$ cat src/hw/rtl/pcc_pkg.sv
// ----------------------------------------------------------------------------
// pcc_pkg
// Shared constants, codes and command type of the Pearson correlation unit.
// ----------------------------------------------------------------------------
`timescale 1ns / 1ps
`default_nettype none
package pcc_pkg;

  localparam int MAX_PAIRS = 1024;
  localparam int CNT_W     = 11;
  localparam int SUM_W     = 19;
  localparam int CROSS_W   = 26;
  localparam int SQ_W      = 25;
  localparam int OP_W      = 27;
  localparam int PROD_W    = 2 * OP_W;
  localparam int ACC_W     = 106;
  localparam int NUM_W     = 38;
  localparam int HALF_W    = 18;
  localparam int P_W       = 70;
  localparam int Q_W       = 16;
  localparam int BIT_W     = 4;
  localparam int SH_W      = 7;
  localparam int STEP_W    = 5;
  localparam int LAST_STEP = 16;

  // multiplier operand selects
  localparam logic [3:0] SEL_N    = 4'd0;
  localparam logic [3:0] SEL_SAB  = 4'd1;
  localparam logic [3:0] SEL_SA   = 4'd2;
  localparam logic [3:0] SEL_SB   = 4'd3;
  localparam logic [3:0] SEL_SAA  = 4'd4;
  localparam logic [3:0] SEL_SBB  = 4'd5;
  localparam logic [3:0] SEL_VALO = 4'd6;
  localparam logic [3:0] SEL_VAHI = 4'd7;
  localparam logic [3:0] SEL_VBLO = 4'd8;
  localparam logic [3:0] SEL_VBHI = 4'd9;
  localparam logic [3:0] SEL_MLO  = 4'd10;
  localparam logic [3:0] SEL_MHI  = 4'd11;

  // accumulator operations
  localparam logic [1:0] ACC_NONE = 2'd0;
  localparam logic [1:0] ACC_LOAD = 2'd1;
  localparam logic [1:0] ACC_ADD  = 2'd2;
  localparam logic [1:0] ACC_SUB  = 2'd3;

  // accumulator store targets
  localparam logic [2:0] ST_NONE = 3'd0;
  localparam logic [2:0] ST_NUM  = 3'd1;
  localparam logic [2:0] ST_VA   = 3'd2;
  localparam logic [2:0] ST_VB   = 3'd3;
  localparam logic [2:0] ST_P    = 3'd4;
  localparam logic [2:0] ST_R    = 3'd5;

  typedef struct packed {
    logic              accum;
    logic              clear;
    logic [1:0]        acc_op;
    logic [3:0]        asel;
    logic [3:0]        bsel;
    logic [SH_W-1:0]   shift;
    logic [2:0]        store;
    logic              search_init;
    logic              search_calc;
    logic              search_commit;
    logic [BIT_W-1:0]  bit_idx;
    logic              load_out;
  } cmd_t;

endpackage
`default_nettype wire

$ cat src/hw/rtl/pcc_ctrl.sv
// ----------------------------------------------------------------------------
// pcc_ctrl
// Sequencer: accepts pairs, runs the final arithmetic program and the
// bitwise rounding search, and owns the result handshake.
// ----------------------------------------------------------------------------
`timescale 1ns / 1ps
`default_nettype none
module pcc_ctrl (
  input  wire logic          clk,
  input  wire logic          rst,
  input  wire logic          in_valid,
  input  wire logic          last_pair,
  output logic               in_stall,
  output logic               out_valid,
  input  wire logic          out_stall,
  output pcc_pkg::cmd_t      cmd
);

  localparam logic [2:0] S_IDLE    = 3'd0;
  localparam logic [2:0] S_MICRO   = 3'd1;
  localparam logic [2:0] S_SINIT   = 3'd2;
  localparam logic [2:0] S_SCALC   = 3'd3;
  localparam logic [2:0] S_SCOMMIT = 3'd4;
  localparam logic [2:0] S_WAIT    = 3'd5;

  logic [2:0]                  state, state_next;
  logic [pcc_pkg::STEP_W-1:0]  step, step_next;
  logic [pcc_pkg::BIT_W-1:0]   bit_idx, bit_idx_next;
  logic                        out_valid_next;

  // Arithmetic program. Accumulator ops land in the cycle after issue (product
  // register), so each store is placed after the op it reads has reached acc.
  function automatic pcc_pkg::cmd_t micro(input logic [pcc_pkg::STEP_W-1:0] s);
    pcc_pkg::cmd_t c;
    c = '0;
    unique case (s)
      5'd0: begin c.acc_op = pcc_pkg::ACC_LOAD; c.asel = pcc_pkg::SEL_N;
        c.bsel = pcc_pkg::SEL_SAB; end
      5'd1: begin c.acc_op = pcc_pkg::ACC_SUB; c.asel = pcc_pkg::SEL_SA;
        c.bsel = pcc_pkg::SEL_SB; end
      5'd2: begin c.acc_op = pcc_pkg::ACC_LOAD; c.asel = pcc_pkg::SEL_N;
        c.bsel = pcc_pkg::SEL_SAA; end
      5'd3: begin c.acc_op = pcc_pkg::ACC_SUB; c.asel = pcc_pkg::SEL_SA;
        c.bsel = pcc_pkg::SEL_SA; c.store = pcc_pkg::ST_NUM; end
      5'd4: begin c.acc_op = pcc_pkg::ACC_LOAD; c.asel = pcc_pkg::SEL_N;
        c.bsel = pcc_pkg::SEL_SBB; end
      5'd5: begin c.acc_op = pcc_pkg::ACC_SUB; c.asel = pcc_pkg::SEL_SB;
        c.bsel = pcc_pkg::SEL_SB; c.store = pcc_pkg::ST_VA; end
      5'd7: begin c.store = pcc_pkg::ST_VB; end
      5'd8: begin c.acc_op = pcc_pkg::ACC_LOAD; c.asel = pcc_pkg::SEL_VALO;
        c.bsel = pcc_pkg::SEL_VBLO; end
      5'd9: begin c.acc_op = pcc_pkg::ACC_ADD; c.asel = pcc_pkg::SEL_VALO;
        c.bsel = pcc_pkg::SEL_VBHI; c.shift = 7'd18; end
      5'd10: begin c.acc_op = pcc_pkg::ACC_ADD; c.asel = pcc_pkg::SEL_VAHI;
        c.bsel = pcc_pkg::SEL_VBLO; c.shift = 7'd18; end
      5'd11: begin c.acc_op = pcc_pkg::ACC_ADD; c.asel = pcc_pkg::SEL_VAHI;
        c.bsel = pcc_pkg::SEL_VBHI; c.shift = 7'd36; end
      5'd12: begin c.acc_op = pcc_pkg::ACC_LOAD; c.asel = pcc_pkg::SEL_MLO;
        c.bsel = pcc_pkg::SEL_MLO; end
      // cross term counted twice: shift 18 + 1
      5'd13: begin c.acc_op = pcc_pkg::ACC_ADD; c.asel = pcc_pkg::SEL_MLO;
        c.bsel = pcc_pkg::SEL_MHI; c.shift = 7'd19; c.store = pcc_pkg::ST_P; end
      5'd14: begin c.acc_op = pcc_pkg::ACC_ADD; c.asel = pcc_pkg::SEL_MHI;
        c.bsel = pcc_pkg::SEL_MHI; c.shift = 7'd36; end
      5'd16: begin c.store = pcc_pkg::ST_R; end
      default: begin c = '0; end
    endcase
    return c;
  endfunction

  always_comb begin
    state_next   = state;
    step_next    = step;
    bit_idx_next = bit_idx;
    cmd          = '0;
    in_stall     = 1'b1;
    unique case (state)
      S_IDLE: begin
        in_stall  = 1'b0;
        cmd.accum = in_valid;
        if (in_valid && last_pair) begin
          state_next = S_MICRO;
          step_next  = '0;
        end
      end
      S_MICRO: begin
        cmd       = micro(step);
        step_next = step + 1'b1;
        if (step == pcc_pkg::STEP_W'(pcc_pkg::LAST_STEP)) begin
          state_next = S_SINIT;
        end
      end
      S_SINIT: begin
        cmd.search_init = 1'b1;
        bit_idx_next    = '1;
        state_next      = S_SCALC;
      end
      S_SCALC: begin
        cmd.search_calc = 1'b1;
        cmd.bit_idx     = bit_idx;
        state_next      = S_SCOMMIT;
      end
      S_SCOMMIT: begin
        cmd.search_commit = 1'b1;
        cmd.bit_idx       = bit_idx;
        bit_idx_next      = bit_idx - 1'b1;
        state_next        = (bit_idx == '0) ? S_WAIT : S_SCALC;
      end
      S_WAIT: begin
        if (!out_valid || !out_stall) begin
          cmd.load_out = 1'b1;
          cmd.clear    = 1'b1;
          state_next   = S_IDLE;
        end
      end
      default: begin
        state_next = S_IDLE;
      end
    endcase
  end

  always_comb begin
    out_valid_next = out_valid;
    if (cmd.load_out) begin
      out_valid_next = 1'b1;
    end else if (out_valid && !out_stall) begin
      out_valid_next = 1'b0;
    end
  end

  always_ff @(posedge clk) begin
    if (rst) begin
      state     <= S_IDLE;
      step      <= '0;
      bit_idx   <= '0;
      out_valid <= 1'b0;
    end else begin
      state     <= state_next;
      step      <= step_next;
      bit_idx   <= bit_idx_next;
      out_valid <= out_valid_next;
    end
  end

endmodule
`default_nettype wire

$ cat config.mk
export PLATFORM = sky130hd
export DESIGN_NAME = pcc_ctrl
export DESIGN_NICKNAME = d
export VERILOG_FILES = /design/src/hw/rtl/pcc_pkg.sv /design/src/hw/rtl/pcc_ctrl.sv
export SDC_FILE = /design/constraint.sdc
export NUM_CORES = 1
export LEC_CHECK = 0
export BUFFER_PORTS_ARGS = -buffer_cell sky130_fd_sc_hd__clkbuf_2
export CORE_ASPECT_RATIO = 1.25
export CORE_MARGIN = 8
export CORE_UTILIZATION = 48
export CTS_BUF_LIST = sky130_fd_sc_hd__clkbuf_2 sky130_fd_sc_hd__clkbuf_4 sky130_fd_sc_hd__clkbuf_8
export DETAILED_ROUTE_END_ITERATION = 10
export PLACE_DENSITY = 0.88
export SYNTH_ARGS = -nofsm -noshare
export SYNTH_HDL_FRONTEND = slang
export SYNTH_SLANG_ARGS = --single-unit
$ cat constraint.sdc
create_clock -name clk -period 1.5 [get_ports clk]
set_input_delay 0.075 -clock clk [delete_from_list [all_inputs] [get_ports clk]]
set_output_delay 0.075 -clock clk [all_outputs]
set_load 0.01 [all_outputs]
==> results.toml <==
[synthesis]
synth_cell_types = 49
yosysSeqAreaShare_pct = 21.71
synthCells = 152
synth_area_per_cell_um2 = 7.886
ys_async_sr_fraction_pct = 0
synthTopCellsByCount = "14 x a21oi_1, 13 x dfxtp_1, 10 x inv_1, 10 x nor2_1"
synthDominantCellAreaShare_pct = 21.71
synth_edf_count = 0
synth-seq-cells = 13
synth_most_common_cell = "a21oi_1"
ys_warn_count = 0
synth_area_leader_cell = "dfxtp_1"
netlist_area_um2 = 1199
synth_top_flop_cell = "dfxtp_1"
synth_area_leaders = "dfxtp_1 22%, a21oi_1 5.8%, ha_1 5.2%, buf_4 4.4%, nor3_1 3.3%"

[run_status]
violations = "negative setup slack"
status = "finished with violations"

[pwr]
p_leak_nw = 0.8057
p_int_uw = 730.5
p_switching_uw = 396.0
p_total_mw = 1.127
seqPwrFrac_pct = 35.2
p_comb_share_pct = 43.4
clock_power_share_pct = 21.4
ir_drop_v = 0.0007034
swShare_pct = 35.15
powerDensity_nw_per_um2 = 585.8

[grt]
grt_usage_pct = 17.84
overflow = 0
antenna_found_initial = 0
grt_max_degree = 15
grt_pass1_wl_um = 6210
grt_pass1_vias = 1435

[timing]
setup_viol = 20
rsz0062_at_grt = "yes"
hold_viol_final = 0
skew_ns = 0.004692
max_freq_ghz = 0.6025
layout_setup_ws_ns = -0.1597
fin_crit_ns = 1.660
period_share_pct = 110.6
whs_ns = 0.06095
finalMaxSlewViolations = 0

[clocking]
htree_levels = 1
cts_made_buffers = 3
cts_num_sinks = 13
ctsRootBufferMaster = "clkbuf_4"
clockBufferDepth = 2
cts_tree = "yes"
clk_pin_slew_ns = 0.08
clk_latency_ns = 0.28

[cells_and_area]
area_growth_pct = 60.44
antenna_cells = 0
layout-drive-gt1-share_pct = 61.21
fin_nets = 225
post-route-cell-area_um2 = 1923

[floorplan]
boundaryPins = 37
std_cell_rows = 20
coreArea_um2 = 2402
dieArea_um2 = 4362
die_y_um = 71.87
start_util_pct = 49.90
fp.dieW_um = 60.70

[route]
first_pass_iters = 4
viasPerCell = 5.826
wirelength_um = 4400
wl_per_cell_um = 17.81
drtIter0Drc = 48
ant_nets = 0
drc = 0
vias = 1439

[setup_path]
r2r_slack_ns = -0.06
startpoint_type = "flop"
worstPathArrival_ns = 1.58
worstSetupEndpointType = "output pin"
cp.required_ns = 1.42
critical_path_class = "flop to output pin"
cp_max_fo = 6

[placement]
placed_area_um2 = 1459
place_ws_ns = -0.04552
io_buffer_count = 34
dp_hpwl_um = 2634
gp_congestion = 0.9192

[job]
drv_cap = 0

[hold_path]
hold_class = "input port to flop"
## flip-flops by register name, summed over array words and instances, names as in the netlist
signal     count
bit_idx        4
out_valid      1
state          3
step           5
## final timing paths
path,to,cells after the start,startpoint
min,out_valid,3,out_stall
max,cmd[10],6,step[1]
max reg2reg,bit_idx[2],6,state[2]
min reg2reg,out_valid,2,out_valid
## worst max-delay path, cell delays in order (launching register included)
cell	delay, ns
dfxtp_4	0.41
inv_4	0.06
ha_4	0.18
and4bb_2	0.25
a41oi_2	0.17
nor2_1	0.09
clkbuf_2	0.13
## what timing repair did
action / CTS / global route
pin swaps: 13 / 9
gates cloned: 0 / 0
resized for setup: 44 / 40
hold buffers: 0 / 0
setup buffers: 15 / 5
setup endpoints to repair: 29 / 34
## stage by stage
stage	TNS [ns]	cells	util, %
6_report	-1.749	247	80.05
5_1_grt	-3.183	247	80.05
4_1_cts	-1.798	242	73.44
3_5_place_dp	-0.07589	223	60.73
3_3_place_gp	0	223	60.73
2_1_floorplan	0	153	-
## cells in the final DEF, fill, tap and decap left out, drive strengths merged, types with 2 or more instances in the layout
cell type	count
nor3	8
o31ai	2
a21oi	14
and2	4
ha	5
o21ai	5
nor2b	3
nor4b	2
nand2	8
nand2b	3
a311oi	3
buf	57
nor2	10
nor4	3
a31oi	2
or3	4
conb	2
clkbuf	23
inv	10
nor3b	3
dfxtp	13
a211oi	6
o21a	3
a41oi	2
mux2i	2
## final cells by class
class / instances / area [µm²]
inverter: 10 / 42.54
timing repair buffer: 76 / 545.5
sequential: 13 / 282.8
clock buffer: 4 / 30.03
multi-input combinational: 111 / 980.9
fill: 153 / 479.2
tap: 33 / 41.29
## per-layer routing
| metal | track usage, % | part of all wire, % | vias to the layer above |
|---|---|---|---|
| met2 | 33.45 | 56 | 64 |
| li1 | - | - | 671 |
| met3 | 2.151 | 5.4 | 16 |
| met5 | 0 | 0 | - |
| met1 | 17.97 | 36 | 688 |
| met4 | 9.091 | 3.3 | 0 |
## power groups by stage
stage	combinational (mW)	clock (mW)	sequential, mW
4_1_cts	0.408	0.249	0.392
2_1_floorplan	0.225	0	0.386
6_report	0.489	0.241	0.396
3_5_place_dp	0.321	0	0.393
5_1_grt	0.520	0.259	0.398
3_3_place_gp	0.306	0	0.391
## kinds of logic after synthesis
logic type / synth area share (%)
xor+xnor: 0.7308
compound gates: 26.51
other cells: 0.3129
flops: 21.71
simple gates: 29.75
mux: 2.610
buf+inv: 13.15
fa+ha+maj: 5.219
Note: power is estimated with default switching activity, not from simulation.
